$ cat src/hdl/tcap_pkg.sv
// Shared types and constants for the axis command parser.
// ASCII codes and the result struct; no dependencies.
package tcap_pkg;

  localparam logic [7:0] AscUpA  = 8'h41;
  localparam logic [7:0] AscUpD  = 8'h44;
  localparam logic [7:0] AscUpZ  = 8'h5A;
  localparam logic [7:0] AscUpI  = 8'h49;
  localparam logic [7:0] AscLoI  = 8'h69;
  localparam logic [7:0] AscZero = 8'h30;
  localparam logic [7:0] AscNine = 8'h39;
  localparam logic [7:0] AscCr   = 8'h0D;
  localparam logic [7:0] AscLf   = 8'h0A;

  localparam int unsigned FracBits = 16;
  localparam int unsigned IvalOutBits = 24;

  typedef struct packed {
    logic [4:0]             letter;
    logic [3:0]             channel;
    logic [FracBits-1:0]    frac;
    logic [IvalOutBits-1:0] interval;
  } res_t;

endpackage

$ cat src/hdl/tcap_parse_core.sv
// Parser state and per-word next-state logic for the axis command parser.
// Depends on tcap_pkg.
module tcap_parse_core import tcap_pkg::*; #(
  parameter int unsigned LINE_LIMIT    = 255,
  parameter int unsigned VALUE_DIGITS  = 5,
  parameter int unsigned INTERVAL_BITS = 24
) (
  input  logic       clk_i,
  input  logic       rst_ni,
  input  logic       step_i,
  input  logic [7:0] byte_i,
  output logic       emit_o,
  output res_t       res_o
);

  // guard bits so that per-digit rounded-up weights never carry into the
  // next result code: 2^GB > 9 * n * 10^n
  localparam int unsigned GB  = $clog2(64'd9 * VALUE_DIGITS * (64'd10 ** VALUE_DIGITS) + 64'd1);
  localparam int unsigned FW  = FracBits + GB;
  localparam int unsigned CW  = $clog2(VALUE_DIGITS + 1);
  localparam int unsigned LCW = $clog2(LINE_LIMIT);
  localparam int unsigned IB  = INTERVAL_BITS;
  localparam int unsigned IXW = IB + IvalOutBits;

  typedef enum logic [2:0] {
    PH_IDLE, PH_LETTER, PH_CHANNEL, PH_VALUE, PH_GOT_I, PH_INTERVAL
  } phase_e;

  // weight of digit position j+1: ceil(2^FW / 10^(j+1))
  logic [FW-1:0] step_tab [VALUE_DIGITS+1];
  for (genvar j = 0; j <= VALUE_DIGITS; j++) begin : g_step
    localparam longint unsigned Pow  = 64'd10 ** (j + 1);
    localparam longint unsigned Num  = 64'd1 << FW;
    localparam logic [FW-1:0]   Step = FW'((Num + Pow - 64'd1) / Pow);
    assign step_tab[j] = Step;
  end

  phase_e         phase_q, phase_d, phase_u;
  logic [4:0]     letter_q, letter_d, letter_u;
  logic [3:0]     chan_q, chan_d, chan_u;
  logic [FW-1:0]  frac_q, frac_d, frac_u;
  logic [CW-1:0]  cnt_q, cnt_d, cnt_u;
  logic [IB-1:0]  ival_q, ival_d, ival_u;
  logic [LCW-1:0] lcnt_q, lcnt_d;

  logic           dig, is_start, line_end, emit_brk;
  logic [3:0]     dval;
  logic [4:0]     start_letter;
  logic [7:0]     ltr_off;
  logic [CW-1:0]  wsel;
  logic [FW-1:0]  wprod;
  logic [IB+3:0]  ival_wide;
  logic [IB-1:0]  ival_sat;
  logic [FW-1:0]  frac_src;
  logic [IB-1:0]  ival_src;
  logic [IXW-1:0] ival_ext;

  assign dig          = (byte_i >= AscZero) && (byte_i <= AscNine);
  assign dval         = 4'(byte_i - AscZero);
  assign is_start     = (byte_i >= AscUpA) && (byte_i <= AscUpZ) && (byte_i != AscUpD);
  assign ltr_off      = byte_i - AscUpA;
  assign start_letter = ltr_off[4:0];
  assign line_end     = (byte_i == AscCr) || (byte_i == AscLf) ||
                        (lcnt_q == LCW'(LINE_LIMIT - 1));

  // one digit weight times the digit value
  assign wsel  = (phase_q == PH_CHANNEL) ? '0 : cnt_q;
  assign wprod = FW'(FW'(dval) * step_tab[wsel]);

  // interval * 10 + d, clamped
  assign ival_wide = (IB+4)'({ival_q, 3'b000}) + (IB+4)'({ival_q, 1'b0}) + (IB+4)'(dval);
  assign ival_sat  = (|ival_wide[IB+3:IB]) ? {IB{1'b1}} : ival_wide[IB-1:0];

  always_comb begin
    phase_u  = phase_q;
    letter_u = letter_q;
    chan_u   = chan_q;
    frac_u   = frac_q;
    cnt_u    = cnt_q;
    ival_u   = ival_q;
    emit_brk = 1'b0;
    unique case (phase_q)
      PH_LETTER: begin
        if (dig) begin
          chan_u  = dval;
          phase_u = PH_CHANNEL;
        end else begin
          phase_u = is_start ? PH_LETTER : PH_IDLE;
          if (is_start) letter_u = start_letter;
        end
      end
      PH_CHANNEL: begin
        if (dig) begin
          frac_u  = wprod;
          cnt_u   = CW'(1);
          ival_u  = '0;
          phase_u = PH_VALUE;
        end else begin
          phase_u = is_start ? PH_LETTER : PH_IDLE;
          if (is_start) letter_u = start_letter;
        end
      end
      PH_VALUE: begin
        if (dig) begin
          if (cnt_q < CW'(VALUE_DIGITS)) begin
            frac_u = frac_q + wprod;
            cnt_u  = cnt_q + CW'(1);
          end
        end else if ((byte_i == AscUpI) || (byte_i == AscLoI)) begin
          ival_u  = '0;
          phase_u = PH_GOT_I;
        end else begin
          emit_brk = 1'b1;
          phase_u  = is_start ? PH_LETTER : PH_IDLE;
          if (is_start) letter_u = start_letter;
        end
      end
      PH_GOT_I, PH_INTERVAL: begin
        if (dig) begin
          ival_u  = ival_sat;
          phase_u = PH_INTERVAL;
        end else begin
          emit_brk = 1'b1;
          phase_u  = is_start ? PH_LETTER : PH_IDLE;
          if (is_start) letter_u = start_letter;
        end
      end
      default: begin
        phase_u = is_start ? PH_LETTER : PH_IDLE;
        if (is_start) letter_u = start_letter;
      end
    endcase
  end

  // a line end flushes a command that already has value digits
  assign emit_o = emit_brk ||
                  (line_end && ((phase_u == PH_VALUE) || (phase_u == PH_GOT_I) ||
                                (phase_u == PH_INTERVAL)));

  // break emits the command as held; line-end flush emits after the update
  assign frac_src = emit_brk ? frac_q : frac_u;
  assign ival_src = emit_brk ? ival_q : ival_u;
  assign ival_ext = IXW'(ival_src);

  assign res_o.letter   = emit_brk ? letter_q : letter_u;
  assign res_o.channel  = emit_brk ? chan_q : chan_u;
  assign res_o.frac     = frac_src[FW-1:GB];
  assign res_o.interval = ival_ext[IvalOutBits-1:0];

  always_comb begin
    if (line_end) begin
      phase_d  = PH_IDLE;
      letter_d = '0;
      chan_d   = '0;
      frac_d   = '0;
      cnt_d    = '0;
      ival_d   = '0;
      lcnt_d   = '0;
    end else begin
      phase_d  = phase_u;
      letter_d = letter_u;
      chan_d   = chan_u;
      frac_d   = frac_u;
      cnt_d    = cnt_u;
      ival_d   = ival_u;
      lcnt_d   = lcnt_q + LCW'(1);
    end
  end

  always_ff @(posedge clk_i or negedge rst_ni) begin
    if (!rst_ni) begin
      phase_q  <= PH_IDLE;
      letter_q <= '0;
      chan_q   <= '0;
      frac_q   <= '0;
      cnt_q    <= '0;
      ival_q   <= '0;
      lcnt_q   <= '0;
    end else if (step_i) begin
      phase_q  <= phase_d;
      letter_q <= letter_d;
      chan_q   <= chan_d;
      frac_q   <= frac_d;
      cnt_q    <= cnt_d;
      ival_q   <= ival_d;
      lcnt_q   <= lcnt_d;
    end
  end

endmodule

$ cat src/hdl/tcap_out_reg.sv
// Result register with valid/stall handshake toward the consumer.
// Depends on tcap_pkg.
module tcap_out_reg import tcap_pkg::*; (
  input  logic clk_i,
  input  logic rst_ni,
  input  logic load_i,
  input  res_t res_i,
  output logic free_o,
  input  logic stall_i,
  output logic valid_o,
  output res_t res_o
);

  logic valid_q, valid_d;
  res_t res_q;

  assign free_o  = !valid_q || !stall_i;
  assign valid_o = valid_q;
  assign res_o   = res_q;

  always_comb begin
    valid_d = valid_q;
    if (load_i) valid_d = 1'b1;
    else if (!stall_i) valid_d = 1'b0;
  end

  always_ff @(posedge clk_i or negedge rst_ni) begin
    if (!rst_ni) begin
      valid_q <= 1'b0;
    end else begin
      valid_q <= valid_d;
    end
  end

  always_ff @(posedge clk_i) begin
    if (load_i) begin
      res_q <= res_i;
    end
  end

endmodule

$ cat src/hdl/tcode_axis_command_parser.sv
// Axis command parser: one serial byte per word in, one parsed command per word out.
// An accepted byte waits in the byte register; its command is loaded into the output
// register as the byte enters the parser; the earliest output handshake is the edge after.
// Throughput: one byte per cycle. The input stalls only while the byte register is
// full and the output register holds a command that the consumer is stalling.
// Reset (rst_ni, async, active low) returns the parser to idle with an empty line.
// Depends on tcap_pkg, tcap_parse_core, tcap_out_reg.
module tcode_axis_command_parser import tcap_pkg::*; #(
  parameter int unsigned LINE_LIMIT    = 255,
  parameter int unsigned VALUE_DIGITS  = 5,
  parameter int unsigned INTERVAL_BITS = 24
) (
  input  logic        clk_i,
  input  logic        rst_ni,
  input  logic        in_valid_i,
  output logic        in_stall_o,
  input  logic [7:0]  in_byte_i,
  output logic        out_valid_o,
  input  logic        out_stall_i,
  output logic [4:0]  cmd_letter_o,
  output logic [3:0]  channel_num_o,
  output logic [15:0] value_frac_o,
  output logic [23:0] interval_ms_o
);

  // Input stage: one byte register. The byte moves into the parser when the
  // output register can take a possible result (empty, or draining now).
  logic       bval_q, bval_d;
  logic [7:0] byte_q;
  logic       in_acc, step, out_free, emit;
  res_t       res_new, res_out;

  assign step       = bval_q && out_free;
  assign in_stall_o = bval_q && !out_free;
  assign in_acc     = in_valid_i && !in_stall_o;

  always_comb begin
    bval_d = bval_q;
    if (in_acc) bval_d = 1'b1;
    else if (step) bval_d = 1'b0;
  end

  always_ff @(posedge clk_i or negedge rst_ni) begin
    if (!rst_ni) begin
      bval_q <= 1'b0;
    end else begin
      bval_q <= bval_d;
    end
  end

  always_ff @(posedge clk_i) begin
    if (in_acc) begin
      byte_q <= in_byte_i;
    end
  end

  // Parse step: letter / channel / value / interval phases, line counting,
  // and the Q0.16 fraction built up digit by digit.
  tcap_parse_core #(
    .LINE_LIMIT   (LINE_LIMIT),
    .VALUE_DIGITS (VALUE_DIGITS),
    .INTERVAL_BITS(INTERVAL_BITS)
  ) u_core (
    .clk_i  (clk_i),
    .rst_ni (rst_ni),
    .step_i (step),
    .byte_i (byte_q),
    .emit_o (emit),
    .res_o  (res_new)
  );

  // Result register; holds a command while the consumer stalls.
  tcap_out_reg u_out (
    .clk_i  (clk_i),
    .rst_ni (rst_ni),
    .load_i (step && emit),
    .res_i  (res_new),
    .free_o (out_free),
    .stall_i(out_stall_i),
    .valid_o(out_valid_o),
    .res_o  (res_out)
  );

  assign cmd_letter_o  = res_out.letter;
  assign channel_num_o = res_out.channel;
  assign value_frac_o  = res_out.frac;
  assign interval_ms_o = res_out.interval;

endmodule

$ cat config.mk
export PLATFORM = sky130hd
export DESIGN_NAME = tcode_axis_command_parser
export DESIGN_NICKNAME = d
export VERILOG_FILES = /design/src/hdl/tcap_pkg.sv /design/src/hdl/tcap_parse_core.sv /design/src/hdl/tcap_out_reg.sv /design/src/hdl/tcode_axis_command_parser.sv
export SDC_FILE = /design/constraint.sdc
export NUM_CORES = 1
export LEC_CHECK = 0
export ABC_AREA = 1
export BUFFER_PORTS_ARGS = -buffer_cell sky130_fd_sc_hd__buf_4
export CAP_MARGIN = 5
export CORE_MARGIN = 5
export CORE_UTILIZATION = 45
export CTS_CLUSTER_DIAMETER = 60
export CTS_CLUSTER_SIZE = 25
export DETAILED_ROUTE_END_ITERATION = 7
export PLACE_DENSITY = 0.71
export RECOVER_POWER = 100
export SLEW_MARGIN = 10
export SYNTH_ARGS = -nofsm -noshare
export SYNTH_HDL_FRONTEND = slang
export SYNTH_HIERARCHICAL = 1
export SYNTH_SLANG_ARGS = --single-unit
$ cat constraint.sdc
create_clock -name clk_i -period 8.5 [get_ports clk_i]
set_clock_uncertainty 0.2 [all_clocks]
set_input_delay 1.275 -clock clk_i [delete_from_list [all_inputs] [get_ports clk_i]]
set_output_delay 1.275 -clock clk_i [all_outputs]
set_load 0.01 [all_outputs]
[After elaboration in Yosys (flattened, before gate mapping)]
Memory sizes are Yosys's and may differ from the RTL's.
Cells that the tools add are included.
Storage, ports and cells
  flip-flop bits (word level): 145
  bits in read-only memories: 312
  input port bits: 12
  output and inout port bits: 51
  logic and storage cells: 123
  memories: 1
Memory list
  (no name shown): depth 8, width 39, rd ports 1, clocked after Yosys merged registers in 0, write ports 0, line tcap_parse_core.sv:68  | assign wprod = FW'(FW'(dval) * step_tab[wsel]);
Operators by class
  $add $sub $neg: 7
  $mul: 1
  order comparisons: 6
  equality and inequality tests: 18
  mux-type cells: 50
  bitwise operators: 1
  reductions and logical operators: 25
Operator list (count)
  39-bit two-way mux: 7
  24-bit two-way mux: 7
  39-bit case mux with 2 select lines: 1
  24-bit case mux with 3 select lines: 1
  39-bit adder: 1
  4-bit by 39-bit multiplier with 39-bit output: 1
  3-bit two-way mux: 11
  5-bit two-way mux: 6
  27-bit by 25-bit adder with 28-bit output: 1
  28-bit by 4-bit adder with 28-bit output: 1
  8-bit by 4-bit equality test with 1-bit output, second input constant: 2
  8-bit by 7-bit equality test with 1-bit output, second input constant: 2
  4-bit two-way mux: 4
  3-bit equality test, second input constant: 4
  3-bit case mux with 4 select lines: 1
  5-bit case mux with 2 select lines: 1
  3-bit by 2-bit equality test with 1-bit output, second input constant: 3
  3-bit by 1-bit != test with 1-bit output, second input constant: 3
  8-bit by 1-bit adder with 8-bit output, second input constant: 1
  8-bit equality test, second input constant: 1
  8-bit by 6-bit >= comparator with 1-bit output, second input constant: 1
  8-bit by 7-bit >= comparator with 1-bit output, second input constant: 1
  8-bit by 6-bit <= comparator with 1-bit output, second input constant: 1
  8-bit by 7-bit <= comparator with 1-bit output, second input constant: 1
  other kinds (21): 45

[Logic depth before layout (Yosys ltp)]
  depth in word-level cells: 14
  depth in mapped cells: 46
  gate-level depth less buffers: 45

[By module]
Netlist, hierarchy kept.
By module, submodules not included
  tcap_parse_core: times used 1, cells an instance 2333, area each 14736.6 um2, sequential area each 2152.1 um2
  tcap_out_reg: times used 1, cells an instance 53, area each 1512.7 um2, sequential area each 1496.4 um2
  tcode_axis_command_parser: times used 1, cells an instance 19, area each 315.3 um2, sequential area each 265.3 um2

[Worst setup path after synthesis]
No wires, ideal clock.
  path kind: reg2reg
  start point: register u_core.phase_q[2]
  end point: register u_out.res_q, in the netlist u_out/res_o[35], data pin
  setup time: 0.267 ns
  arrival: 5.538 ns
  required time: 8.033 ns
  slack: 2.495 ns
  cell stages (with the launch flop): 37
  buffers on the path: 1
  period minus slack after synthesis: 6.005 ns
  cell sequence: dfrtp_1 > nor2_2 > buf_4 > nand2_2 > nand2_1 > ha_1 > inv_1 > nor2_1 > inv_1 > nand2_1 > nor2_1 > fa_1 > inv_1 > fa_1 > inv_1 > ha_1 > nand2_1 > nor2_1 > nand2_1 > o211ai_1 > a21oi_1 > or2_2 > nand2_1 > inv_1 > ha_1 > nand2_1 > nor2_1 > inv_1 > nor2_1 > inv_1 > nor2_1 > nand3_1 > nand3_1 > xnor2_1 > nand2_1 > nand2_1 > nand3_1
RTL lines
  start, declared: line tcap_parse_core.sv:38  | phase_e phase_q, phase_d, phase_u;
  start signal, assigned: line tcap_parse_core.sv:180  | phase_q <= phase_d;
  end signal, assigned: line tcap_out_reg.sv:37  | res_q <= res_i;
  end, declared: line tcap_out_reg.sv:15  | res_t res_q;

[Worst setup path in the final report]
  start point: register byte_q[0]
  end point: register u_out.res_q, in the netlist u_out/res_o[29], enable pin
On the way
  longest elaborated chain between the ends: 13
  elaborated cells on any way between the ends: 34
  those cells by class: order compare: 4; eq/ne: 8; mux: 11; reduce/logical: 11
Ends and longest elaborated chain
  start, declared: line tcode_axis_command_parser.sv:29  | logic [7:0] byte_q;
  start signal, assigned: line tcode_axis_command_parser.sv:53  | byte_q <= in_byte_i;
  8-bit by 7-bit >= comparator with 1-bit output / 8-bit by 7-bit <= comparator with 1-bit output (equally long branches): line tcap_parse_core.sv:60  | assign is_start = (byte_i >= AscUpA) && (byte_i <= AscUpZ) && (byte_i != AscUpD);
  1-bit logical AND (2 in a row): line tcap_parse_core.sv:60
  1-bit two-way mux
  3-bit two-way mux: line tcap_parse_core.sv:109  | end else if ((byte_i == AscUpI) || (byte_i == AscLoI)) begin
  3-bit two-way mux: line tcap_parse_core.sv:104  | if (dig) begin
  3-bit case mux with 4 select lines: line tcap_parse_core.sv:82  | unique case (phase_q)
  3-bit by 2-bit equality test with 1-bit output / 3-bit equality test (equally long branches): line tcap_parse_core.sv:137  | (line_end && ((phase_u == PH_VALUE) || (phase_u == PH_GOT_I) ||
  1-bit logical OR (2 in a row): line tcap_parse_core.sv:137
  1-bit logical AND: line tcap_parse_core.sv:137
  1-bit logical OR *: line tcap_parse_core.sv:136  | assign emit_o = emit_brk ||
  via emit: line tcode_axis_command_parser.sv:30  | logic in_acc, step, out_free, emit;
  1-bit logical AND *: line tcode_axis_command_parser.sv:76  | .load_i (step && emit),
Mark *: on every way through the listed nets, which the timed path passes. The rest lies on a longest branch.
A chain may end at the register's enable or synchronous reset.

==> flow_results.xml <==
<?xml version="1.0" encoding="UTF-8"?>
<metrics>
  <group name="cts">
    <metric name="tritoncts" unit="">done</metric>
    <metric name="htree_levels" unit="">4</metric>
    <metric name="cts.sinks" unit="">145</metric>
    <metric name="cts_setup_buffers" unit="">0</metric>
    <metric name="number_of_hold_buffers_added_after_cts" unit="">0</metric>
    <metric name="post_cts_resize_count" unit="">0</metric>
    <metric name="tritoncts_buffer_count" unit="">17</metric>
    <metric name="insertion_delay" unit="ns">0.44</metric>
    <metric name="clk_pin_slew" unit="ns">0.07</metric>
    <metric name="root_buffer" unit="">sky130_fd_sc_hd__clkbuf_16</metric>
    <metric name="maximum_buffer_depth_of_the_clock_tree" unit="">2</metric>
  </group>
  <group name="global_route">
    <metric name="first_global_vias" unit="">16000</metric>
    <metric name="grt.total_usage" unit="%">25.0</metric>
    <metric name="antenna_found_initial" unit="">0</metric>
    <metric name="grt_pass1_wl" unit="um">83400</metric>
    <metric name="total_gr_overflow" unit="">0</metric>
    <metric name="pin_count_of_the_biggest_net_entering_global_routing" unit="">69</metric>
  </group>
  <group name="status">
    <metric name="violated_checks" unit="">max-capacitance violations, max-slew violations</metric>
    <metric name="run_status" unit="">finished with violations</metric>
  </group>
  <group name="finish">
    <metric name="drive_above_1_share" unit="%">5.33</metric>
    <metric name="design_area" unit="mm2">0.0178</metric>
    <metric name="finish.cell_count_without_fillers" unit="">2928</metric>
    <metric name="postLayoutCoreUtil" unit="%">48.8</metric>
    <metric name="area_growth_from_synthesis_to_layout" unit="%">7.25</metric>
    <metric name="n_antenna_cell" unit="">0</metric>
    <metric name="nFillCells" unit="">3705</metric>
    <metric name="layout.nets" unit="">2677</metric>
  </group>
  <group name="pwr">
    <metric name="power_density" unit="mW/mm2">303</metric>
    <metric name="irDropWorstVdd" unit="mV">0.181</metric>
    <metric name="power.leakage" unit="uW">0.00908</metric>
    <metric name="design_power_total" unit="uW">5390</metric>
  </group>
  <group name="yosys">
    <metric name="syn_area" unit="mm2">0.0166</metric>
    <metric name="ys_types" unit="">58</metric>
    <metric name="synthDominantAreaCellType" unit="">sky130_fd_sc_hd__nand2_1</metric>
    <metric name="yosysWarnings" unit="">6</metric>
    <metric name="yosysSeqAreaShare" unit="%">23.6</metric>
    <metric name="netlist_instances" unit="">2405</metric>
    <metric name="synth_flop_cell" unit="">sky130_fd_sc_hd__dfrtp_1</metric>
    <metric name="post-synth-top-area-fraction" unit="%">15.8</metric>
    <metric name="synthArstFlopShare" unit="%">60.7</metric>
    <metric name="count_of_flip_flops_with_a_built_in_enable_after_synthesis" unit="">57</metric>
    <metric name="synth_top_cells_by_area" unit="">sky130_fd_sc_hd__nand2_1 (16%), sky130_fd_sc_hd__dfrtp_1 (13%), sky130_fd_sc_hd__ha_1 (12%)</metric>
    <metric name="avgSynthCellArea" unit="um2">6.89</metric>
    <metric name="flip_flop_and_latch_count_after_synthesis" unit="">145</metric>
    <metric name="synth_fp_nets" unit="">2635</metric>
  </group>
  <group name="route">
    <metric name="dr.max_layer_used" unit="">met4</metric>
    <metric name="postRouteWirelength" unit="um">50900</metric>
    <metric name="met3WireLength" unit="um">2670</metric>
    <metric name="route.vias.total" unit="">16000</metric>
    <metric name="detailedRoute.firstPassIterationCount" unit="">8</metric>
    <metric name="drt_first_iter_violations" unit="">1398</metric>
    <metric name="dr_wl_met2" unit="um">24000</metric>
    <metric name="remaining_drc_errors" unit="">0</metric>
    <metric name="detail_route.wl_per_cell" unit="um">17.4</metric>
    <metric name="drt-vias-per-instance" unit="">5.47</metric>
    <metric name="postRouteAntennaNets" unit="">0</metric>
    <metric name="route.layer.met1.wl" unit="um">22500</metric>
  </group>
  <group name="place">
    <metric name="dpl-instance-area" unit="mm2">0.0174</metric>
    <metric name="place.port_buffers" unit="">62</metric>
    <metric name="post-dp-hpwl" unit="um">40200</metric>
    <metric name="placed_cells_incl_taps" unit="">2896</metric>
    <metric name="routabilityCongestion" unit="">0.995</metric>
  </group>
  <group name="setup_path">
    <metric name="crit_type" unit="">flip-flop to flip-flop</metric>
    <metric name="crit_path_max_fanout" unit="">47</metric>
    <metric name="endpoint_kind" unit="">flip-flop</metric>
    <metric name="worstPathRequired" unit="ns">8.35</metric>
    <metric name="element_type_at_the_critical_path_start" unit="">flip-flop</metric>
    <metric name="worst-endpoint-arrival" unit="ns">7.76</metric>
  </group>
  <group name="sta">
    <metric name="post_route_minimum_period" unit="ns">7.91</metric>
    <metric name="worstMarginPinSlew" unit="ns">3.85</metric>
    <metric name="fin_crit_sh" unit="%">93.1</metric>
    <metric name="finalSetupViolCount" unit="">0</metric>
    <metric name="grt_setup_unrepaired" unit="">no</metric>
    <metric name="max-slew-margin-rel" unit="%">-157</metric>
    <metric name="timing.fmax" unit="GHz">0.126</metric>
    <metric name="drv_slew" unit="">215</metric>
    <metric name="setup-tns-final" unit="ns">0</metric>
    <metric name="hold_viol_final" unit="">0</metric>
  </group>
  <group name="min_path">
    <metric name="hold_class" unit="">flip-flop to flip-flop</metric>
  </group>
  <group name="die">
    <metric name="initial_utilization" unit="%">45.5</metric>
    <metric name="std_cell_rows" unit="">70</metric>
    <metric name="dieArea" unit="mm2">0.0407</metric>
    <metric name="core_area" unit="mm2">0.0364</metric>
    <metric name="die_w" unit="um">202</metric>
    <metric name="design.portCount" unit="">63</metric>
    <metric name="die_y" unit="um">202</metric>
  </group>
  <group name="flow_run">
    <metric name="max_cap_viols" unit="">5</metric>
  </group>
</metrics>
## final cells by class
| class | count | area (um2) | area share, % |
|---|---|---|---|
| Sequential cell | 145 | 3910 | 22.0 |
| Timing Repair Buffer | 72 | 324 | 1.82 |
| Tap cell | 468 | 586 | 3.30 |
| Inverter | 357 | 1340 | 7.54 |
| Clock buffer | 18 | 429 | 2.42 |
| Multi-Input combinational cell | 1854 | 11000 | 61.9 |
| Clock inverter | 14 | 176 | 0.993 |
## cell usage in the layout (no fill, tap or decap), types with 3 or more instances in the layout
| cell | Yosys | routed |
|---|---|---|
| sky130_fd_sc_hd__clkbuf_16 | 0 | 17 |
| sky130_fd_sc_hd__a31oi_1 | 6 | 7 |
| sky130_fd_sc_hd__xnor2_1 | 28 | 28 |
| sky130_fd_sc_hd__nand2_2 | 32 | 20 |
| sky130_fd_sc_hd__inv_6 | 0 | 3 |
| sky130_fd_sc_hd__nand4_1 | 20 | 20 |
| sky130_fd_sc_hd__nand2_1 | 699 | 711 |
| sky130_fd_sc_hd__nor2_1 | 239 | 242 |
| sky130_fd_sc_hd__ha_1 | 155 | 155 |
| sky130_fd_sc_hd__o21ai_2 | 5 | 5 |
| sky130_fd_sc_hd__o21ai_1 | 23 | 12 |
| sky130_fd_sc_hd__or2_2 | 5 | 5 |
| sky130_fd_sc_hd__a21oi_1 | 164 | 165 |
| sky130_fd_sc_hd__inv_8 | 0 | 4 |
| sky130_fd_sc_hd__xor2_1 | 32 | 32 |
| sky130_fd_sc_hd__edfxtp_1 | 57 | 57 |
| sky130_fd_sc_hd__o21a_1 | 9 | 9 |
| sky130_fd_sc_hd__buf_4 | 1 | 5 |
| sky130_fd_sc_hd__inv_1 | 345 | 346 |
| sky130_fd_sc_hd__inv_2 | 12 | 10 |
| sky130_fd_sc_hd__clkbuf_1 | 19 | 58 |
| sky130_fd_sc_hd__o22ai_1 | 11 | 12 |
| sky130_fd_sc_hd__nor3_1 | 23 | 23 |
| sky130_fd_sc_hd__o221ai_1 | 7 | 7 |
| sky130_fd_sc_hd__nor2_2 | 10 | 7 |
| sky130_fd_sc_hd__fa_1 | 63 | 63 |
| sky130_fd_sc_hd__nand3b_1 | 7 | 7 |
| sky130_fd_sc_hd__o21ai_0 | 109 | 120 |
| sky130_fd_sc_hd__nand3_2 | 22 | 22 |
| sky130_fd_sc_hd__nand3_1 | 100 | 100 |
| sky130_fd_sc_hd__o21bai_1 | 10 | 10 |
| sky130_fd_sc_hd__clkbuf_4 | 0 | 9 |
| sky130_fd_sc_hd__o211ai_1 | 16 | 16 |
| sky130_fd_sc_hd__a21boi_0 | 8 | 8 |
| sky130_fd_sc_hd__dfrtp_1 | 88 | 88 |
| sky130_fd_sc_hd__a22o_1 | 9 | 9 |
| sky130_fd_sc_hd__a21o_1 | 10 | 10 |
| sky130_fd_sc_hd__nor3_2 | 3 | 3 |
## logic make-up after synthesis
group,share of synthesized area [%]
and+or+nand+nor,30.3
buffers and inverters,9.66
AOI/OAI and AO/OA,14.0
adders and majority gates,19.3
DFF,23.6
xor gates and xnor gates,3.17
## per-stage QoR
stage | hold slack [ns] | worst slack [ns]
floorplan | 0.274 | 2.50
global placement | 0.289 | 1.21
detailed placement | 0.298 | 1.07
CTS | 0.316 | 1.03
global route | 0.327 | 0.124
finish | 0.313 | 0.587
## worst max-delay path, cell delays in order (launching register included)
cell	delay [ns]
sky130_fd_sc_hd__edfxtp_1	0.76
sky130_fd_sc_hd__inv_1	0.53
sky130_fd_sc_hd__ha_1	0.41
sky130_fd_sc_hd__a21oi_1	0.15
sky130_fd_sc_hd__o21ai_0	0.10
sky130_fd_sc_hd__nand2_1	0.09
sky130_fd_sc_hd__clkbuf_1	1.50
sky130_fd_sc_hd__inv_1	0.94
sky130_fd_sc_hd__o22ai_1	0.68
sky130_fd_sc_hd__inv_1	0.23
sky130_fd_sc_hd__o21ai_0	0.13
sky130_fd_sc_hd__inv_1	0.06
sky130_fd_sc_hd__nor2_1	0.51
sky130_fd_sc_hd__clkbuf_2	1.13
## final timing paths
path	cells after the start	slack, ns	endpoint	start
max reg2reg	13	0.59	u_out/res_o[29]	byte_q[0]
max	13	0.59	u_out/res_o[29]	byte_q[0]
min reg2reg	1	0.31	u_core/chan_q[3]	u_core/chan_q[3]
min	1	0.31	u_core/chan_q[3]	u_core/chan_q[3]
max in group asynchronous	2	2.77	u_core/frac_q[30]	rst_ni
min in group asynchronous	1	0.99	u_core/ival_q[7]	rst_ni
## sequential cells by signal, indices dropped and copies added, names as in the netlist
name / cells
bval_q: 1
byte_q: 8
u_core/chan_q: 4
u_core/cnt_q: 3
u_core/frac_q: 39
u_core/ival_q: 24
u_core/lcnt_q: 8
u_core/letter_q: 5
u_core/phase_q: 3
u_out/res_o: 49
u_out/valid_o: 1
## power by group
group	switching (uW)	internal (uW)	leakage [uW]	total (uW)
registers	52.0	783	0.00169	835
clock network	342	445	0.000292	787
logic	2580	1180	0.00710	3760
## metal layers
metal | vias up | track usage [%]
met1 | 7465 | 33.3
met2 | 573 | 42.4
met4 | 0 | 8.96
li1 | 7864 | -
met5 | - | 0
met3 | 120 | 2.60
## synthesized netlist by cell type, types with 5 or more instances
master	n
sky130_fd_sc_hd__nand2_1	699
sky130_fd_sc_hd__inv_1	345
sky130_fd_sc_hd__nor2_1	239
sky130_fd_sc_hd__a21oi_1	164
sky130_fd_sc_hd__ha_1	155
sky130_fd_sc_hd__o21ai_0	109
sky130_fd_sc_hd__nand3_1	100
sky130_fd_sc_hd__dfrtp_1	88
sky130_fd_sc_hd__fa_1	63
sky130_fd_sc_hd__edfxtp_1	57
sky130_fd_sc_hd__nand2_2	32
sky130_fd_sc_hd__xor2_1	32
sky130_fd_sc_hd__xnor2_1	28
sky130_fd_sc_hd__nor3_1	23
sky130_fd_sc_hd__o21ai_1	23
sky130_fd_sc_hd__nand3_2	22
sky130_fd_sc_hd__buf_2	20
sky130_fd_sc_hd__nand4_1	20
sky130_fd_sc_hd__clkbuf_1	19
sky130_fd_sc_hd__o211ai_1	16
sky130_fd_sc_hd__inv_2	12
sky130_fd_sc_hd__o22ai_1	11
sky130_fd_sc_hd__a21o_1	10
sky130_fd_sc_hd__nor2_2	10
sky130_fd_sc_hd__o21bai_1	10
sky130_fd_sc_hd__a22o_1	9
sky130_fd_sc_hd__o21a_1	9
sky130_fd_sc_hd__a21boi_0	8
sky130_fd_sc_hd__nand3b_1	7
sky130_fd_sc_hd__o221ai_1	7
sky130_fd_sc_hd__a31oi_1	6
sky130_fd_sc_hd__buf_1	5
sky130_fd_sc_hd__o21ai_2	5
sky130_fd_sc_hd__or2_2	5
Power figures use the tool's default switching activity.
